`src/hdl/avi_isqrt_pipe.sv`:
```
// pipelined integer square root, one result bit per stage, floor(sqrt(x))
// no package dependencies; stall enable shared with the surrounding pipeline
`default_nettype none
module avi_isqrt_pipe #(
  parameter int IN_W  = 42,
  parameter int TAG_W = 8
) (
  input  wire logic              clk,
  input  wire logic              rst,
  input  wire logic              en,
  input  wire logic              in_valid,
  input  wire logic [IN_W-1:0]   in_radicand,
  input  wire logic [TAG_W-1:0]  in_tag,
  output logic                   out_valid,
  output logic [IN_W/2-1:0]      out_root,
  output logic [TAG_W-1:0]       out_tag
);

  localparam int R_W = IN_W / 2;

  logic [IN_W-1:0]  rem  [0:R_W];
  logic [IN_W-1:0]  root [0:R_W];
  logic [TAG_W-1:0] tag  [0:R_W];
  logic             vld  [0:R_W];

  assign rem[0]  = in_radicand;
  assign root[0] = '0;
  assign tag[0]  = in_tag;
  assign vld[0]  = in_valid;

  for (genvar i = 0; i < R_W; i++) begin : g_stage
    localparam logic [IN_W-1:0] Bit = IN_W'(1) << (2 * (R_W - 1 - i));
    logic [IN_W:0] trial;
    logic          fits;

    // try setting this root bit
    assign trial = {1'b0, root[i]} + {1'b0, Bit};
    assign fits  = {1'b0, rem[i]} >= trial;

    always_ff @(posedge clk) begin
      if (rst) begin
        vld[i+1] <= 1'b0;
      end else if (en) begin
        vld[i+1] <= vld[i];
      end
    end

    always_ff @(posedge clk) begin
      if (en) begin
        tag[i+1] <= tag[i];
        if (fits) begin
          rem[i+1]  <= rem[i] - trial[IN_W-1:0];
          root[i+1] <= (root[i] >> 1) + Bit;
        end else begin
          rem[i+1]  <= rem[i];
          root[i+1] <= root[i] >> 1;
        end
      end
    end
  end

  assign out_valid = vld[R_W];
  assign out_root  = root[R_W][R_W-1:0];
  assign out_tag   = tag[R_W];

endmodule
`default_nettype wire

```
`config.mk`:
```
export PLATFORM = sky130hd
export DESIGN_NAME = avi_isqrt_pipe
export DESIGN_NICKNAME = d
export VERILOG_FILES = /design/src/hdl/avi_isqrt_pipe.sv
export SDC_FILE = /design/constraint.sdc
export NUM_CORES = 2
export LEC_CHECK = 0
export BUFFER_PORTS_ARGS = -buffer_cell sky130_fd_sc_hd__buf_4
export CAP_MARGIN = 0
export CORE_ASPECT_RATIO = 0.8
export CORE_MARGIN = 4
export CORE_UTILIZATION = 31
export DETAILED_ROUTE_END_ITERATION = 16
export PLACE_DENSITY = 0.5
export SLEW_MARGIN = 20
export SYNTH_ARGS = -nofsm -noshare
export SYNTH_HDL_FRONTEND = slang
export SYNTH_SLANG_ARGS = --single-unit
```
`constraint.sdc`:
```
create_clock -name clk -period 3.1 [get_ports clk]
set_clock_uncertainty 0.15 [all_clocks]
set_input_delay 0.155 -clock clk [delete_from_list [all_inputs] [get_ports clk]]
set_output_delay 0.155 -clock clk [all_outputs]
set_load 0.01 [all_outputs]
```
* Word-level counts from Yosys, hierarchy flattened *
Index checks and enable logic that the tools add are counted.

word-level totals
  register bits after elaboration = 1890
  latch bits = 0
  bits in writable memories = 0
  bits in read-only memories = 0
  input bits = 54
  output and inout bits = 30
  logic and storage cells = 224
  memories = 0

operators by class
  add/sub/neg operators = 60
  $mul = 0
  div/mod/pow operators = 0
  order comparisons = 21
  eq/ne operators = 0
  shift-type cells = 0
  mux-type cells = 41
  bitwise gates (word level) = 0
  reductions and logical operators = 0

operator list
  operator                  number
  $ge A42 B43 Y1            20
  $mux W42                  20
  $mux W41                  20
  $sub A42 B42 Y42          19
  $add A42 B1 Y43 const B   1
  $add A42 B11 Y43 const B  1
  $add A42 B13 Y43 const B  1
  $add A42 B15 Y43 const B  1
  $add A42 B17 Y43 const B  1
  $add A42 B19 Y43 const B  1
  $add A42 B21 Y43 const B  1
  $add A42 B23 Y43 const B  1
  $add A42 B25 Y43 const B  1
  $add A42 B27 Y43 const B  1
  $add A42 B29 Y43 const B  1
  $add A42 B3 Y43 const B   1
  $add A42 B31 Y43 const B  1
  $add A42 B33 Y43 const B  1
  $add A42 B35 Y43 const B  1
  $add A42 B37 Y43 const B  1
  $add A42 B39 Y43 const B  1
  $add A42 B5 Y43 const B   1
  $add A42 B7 Y43 const B   1
  $add A42 B9 Y43 const B   1
  other kinds (23)          23

* Logic depth before layout (Yosys ltp) *
  word-level depth = 3
  mapped depth = 12
  mapped depth without buffers = 11

* Worst setup path after synthesis *
OpenSTA, ideal clock, no wires.

  kind = register to register
  from = reg rem[138] (netlist bit)
  to = reg rem[116] (netlist bit) (data pin)
  library setup time = 260 ps
  arrival time = 2778 ps
  data required time = 2690 ps
  slack = -88 ps
  cell stages (with the launch flop) = 11
  buffers on the path = 1
  clock period less this slack = 3188 ps
  path through = edfxtp_1 > ha_1 > clkbuf_1 > nand3_1 > or3_1 > nand4bb_1 > nand4bb_1 > o21ai_2 > or4_1 > or3_1 > xnor2_1

on the way
  word-level cells in the longest chain between the ends = 2
  elaborated cells on any way between the ends = 3
  those cells by class = add/sub: 1; order compare: 1; mux: 1

RTL lines
  what                                                line    text
  start: declaration                                  21      logic [IN_W-1:0] rem [0:R_W];
  start signal: indexed assignment                    52      rem[i+1] <= rem[i] - trial[IN_W-1:0];
  start signal: indexed assignment                    55      rem[i+1] <= rem[i];
  $sub A42 B42 Y42 or $ge A42 B43 Y1 (tied branches)  52, 38
  $mux W42 *                                          51      if (fits) begin

Mark *: on every way between the ends. The rest lies on a longest branch, timed or not.
A chain may end at the register's enable or synchronous reset.

* Worst setup path in the final report *
  from = reg rem[139] (netlist bit)
  to = reg rem[116] (netlist bit) (data pin)

Same word-level chain as after synthesis.

==> out/results.ini <==
[outcome]
status = finished, violations left
violations = setup timing

[power]
p_switching_mw = 12.9
p_leak_nw = 27.4
seq_power_share = 0.474
comb_power_share = 0.204
power.total_mw = 47.0
ir_worst_vdd_mv = 0.459
clockPowerShare = 0.322
power_density_nw_per_um2 = 649
netSwitchingFraction = 0.274
internal_power_mw = 34.1

[clocking]
cts_made_buffers = 131
cts-root-buf = clkbuf_16
clk_pin_slew_ns = 0.06
cts_tree = done
cts_max_level = 4
clk_latency_ns = 0.77
cts_buffer_depth = 3
cts.sinks = 1260

[sta]
min_period_ns = 3.13
tns_ns = -0.0403
tightest_slew_ns = 0.781
rsz0062_at_grt = true
max_freq_mhz = 320
period_share = 1.01
holdWs_ns = 0.102
setup_viol = 4
max_slew_margin = 0.479
hold_violations = 0
layout_setup_ws_ns = -0.0274
slew_viol_final = 0

[route]
routedWlPerCell_um = 16.7
ant_nets = 0
dr.pass1.iters = 5
wl_met3_um = 5550
wirelength_um = 128000
vias = 36100
drc = 0
viasPerCell = 4.69
m1WireLength_um = 62700
top_layer = met4
route.met2.wl_um = 56400
drtIter0Drc = 2065

[floorplanning]
die_y_um = 391
die-width_um = 487
core_um2 = 182000
die-area_um2 = 190000
initial_core_util = 0.312
ios = 84
rows = 140

[global_routing]
grt_usage = 0.133
grt-ovfl-total = 0
antenna_found_initial = 1
grt_pass1_vias = 36000
grt_pass1_wl_um = 201000
grt_max_degree = 140

[synthesis]
ys_warn_count = 0
async_reset_ff_frac = 0
synth-simple-area-share = 0.111
synth_top_family_by_area = simple AND/OR/NAND/NOR gates
syn_nets = 4556
synth_compound_area_frac = 0.0827
syn-mean-instance-area_um2 = 13.3
synth_xor_area_frac = 0.0537
postSynthCellCount = 4254
muxShareOfSynthArea = 0.0101
ys.flop_type = edfxtp_1
synth_fa_ha_area_frac = 0.0546
netlist_area_um2 = 56800
seq_area_frac_synth = 0.663
synth_seq_cells = 1260
synth_edf_count = 1239
synth_cell_types = 86

[setup_path]
cpMostUsedCell = or3_4
path_class = reg -> reg
critPathTopFamily = simple AND/OR/NAND/NOR gates
start_kind = flop
required_ns = 3.46
cp-end-kind = flop
cp_cell_sequence = ha_4, nand3_2, or3_4, nand4bb_4, nand4bb_1, o21ai_4, or4_4, or3_4, xnor2_2
worstPathMaxFanout = 4
critical-path-max-stage-delay_ns = 0.45
cp_slowest_cell = edfxtp_1
critPathArrivalTime_ns = 3.48
crit_buf_inv = 0

[place]
placed_cells = 7292
place_area_um2 = 64900
routabilityCongestion = 0.861
dpl.hpwl_um = 93100
port_buffers = 83

[layout]
area_delta_synth_final_pct = 27.4
drive_gt1_frac = 0.231
fin_cells = 7685
fin_area_um2 = 72400
diodes = 0
nets = 5471

[hold_path]
holdCritPathClass = in -> reg

[job]
cap_violations = 0

==> worst min-delay path, stage by stage <==
cell and delay, ns:
dlygate4sd3_1 0.52, buf_4 0.22, nor2_1 0.07
==> power by group through the flow <==
stage	clock network (mW)	registers [mW]	logic [mW]
2_1_floorplan	0	22.2	5.09
3_3_place_gp	0	22.6	8.72
3_5_place_dp	0	22.6	8.75
4_1_cts	15.7	22.3	9.15
5_1_grt	16.4	22.5	10.6
6_report	15.1	22.3	9.56
==> cells in the mapped netlist, types with 8 or more instances <==
master     number  area (um^2)
o31a_1          8         70.1
nand4b_1       15          131
a31oi_1        15         93.8
a2111oi_0      14          123
edfxtp_1     1239        37200
nand3b_1        9         67.6
inv_1         302         1130
nor4b_1        10         87.6
mux2_2         22          248
and3_1         18          113
nand2_1       266          998
o21bai_1       22          165
a21o_1         80          601
nor3_1        127          636
nand2b_1       48          300
a21oi_1       218         1090
mux2i_1        27          270
o21a_1         50          375
or4_1          38          285
clkbuf_1       47          176
and2_1         15         93.8
dfxtp_1        21          420
buf_2          10         50.1
o21ai_0       191          956
nand4_1        49          307
ha_1          248         3100
and4_1         10         87.6
o21ai_1        11         55.1
nor3b_1        14          105
or3_1          30          188
o211ai_1       15          113
nor2b_1        36          225
or2_2          18          113
buf_4          10         75.1
xor2_1        161         1410
o31ai_1        20          150
xnor2_1       187         1640
a211o_1         8         70.1
nor2_1        277         1040
nor4_1        135          845
nand3_1        77          385
a211oi_1       31          233
==> placed cells by master (no fill, tap or decap), types with 20 or more instances in the layout <==
cell type      instances
buf_12                21
xnor2_1              182
nand3_1               70
a21oi_2               24
clkbuf_1              33
dfxtp_1               21
nor3_1               107
mux2_2                22
or4_1                 27
edfxtp_1            1239
or3_1                 24
clkbuf_16            137
clkinv_1              29
ha_4                  24
ha_1                 218
dlygate4sd3_1        106
nor2b_1               35
inv_1                298
nand2_1              263
xor2_1               160
nor4_1               105
buf_4                704
o21ai_0              175
nand4_1               49
o21bai_1              20
mux2i_1               27
o21a_1                50
nand2b_1              46
a21o_1                79
a21oi_1              192
nor2_1               260
==> flip-flops by register name, summed over array words and instances (netlist names) <==
name / cells
vld: 20
root: 210
tag: 160
out_root: 21
rem: 840
out_tag: 8
out_valid: 1
==> metal layers <==
metal | track usage | vias up
li1 | - | 17800
met1 | 0.191 | 17400
met2 | 0.203 | 661
met3 | 0.0229 | 214
met4 | 0.0442 | 0
met5 | 0 | -
==> per-stage QoR <==
stage,setup WS (ns),utilization
final,-0.0274,0.398
after detailed placement,-0.442,0.357
after global placement,-0.538,0.357
after global routing,-0.143,0.398
after floorplan,0.00657,-
after CTS,-0.0565,0.389
==> path summary, 6_finish.rpt <==
check,cells past startpoint,to,slack [ns],start
setup / recovery,9,rem[116],-0.03,rem[139]
hold reg to reg,0,tag[31],0.26,tag[39]
setup reg to reg,9,rem[116],-0.03,rem[139]
hold / removal,3,vld[4],0.10,rst
==> kinds of logic after synthesis <==
| logic type | after synthesis |
|---|---|
| multiplexers | 54 |
| adder cells (fa/ha/maj) | 248 |
| buffers and inverters | 376 |
| XOR/XNOR | 348 |
| AO/OA/AOI/OAI | 749 |
| flip-flops | 1260 |
| AND/OR/NAND/NOR | 1219 |
==> area by class of cell <==
cell class                      instances  area (um^2)
Clock buffer                          168         3480
Clock inverter                         67          621
Multi-Input combinational cell       2618        19400
Timing Repair Buffer                  853         7060
Fill cell                           17000       110000
Sequential cell                      1260        37600
Inverter                              305         1140
Tap cell                             2414         3020
==> repair_timing <==
item                                    4_1_cts  5_1_grt
hold endpoints to repair                    497        0
setup buffers                                15       38
endpoints found under the setup margin      199      238
gates resized for setup                     122      223
pin swaps                                    47       91
gates cloned                                  0        3
hold buffers                                106        0
Note: power is estimated with default switching activity, not from simulation.
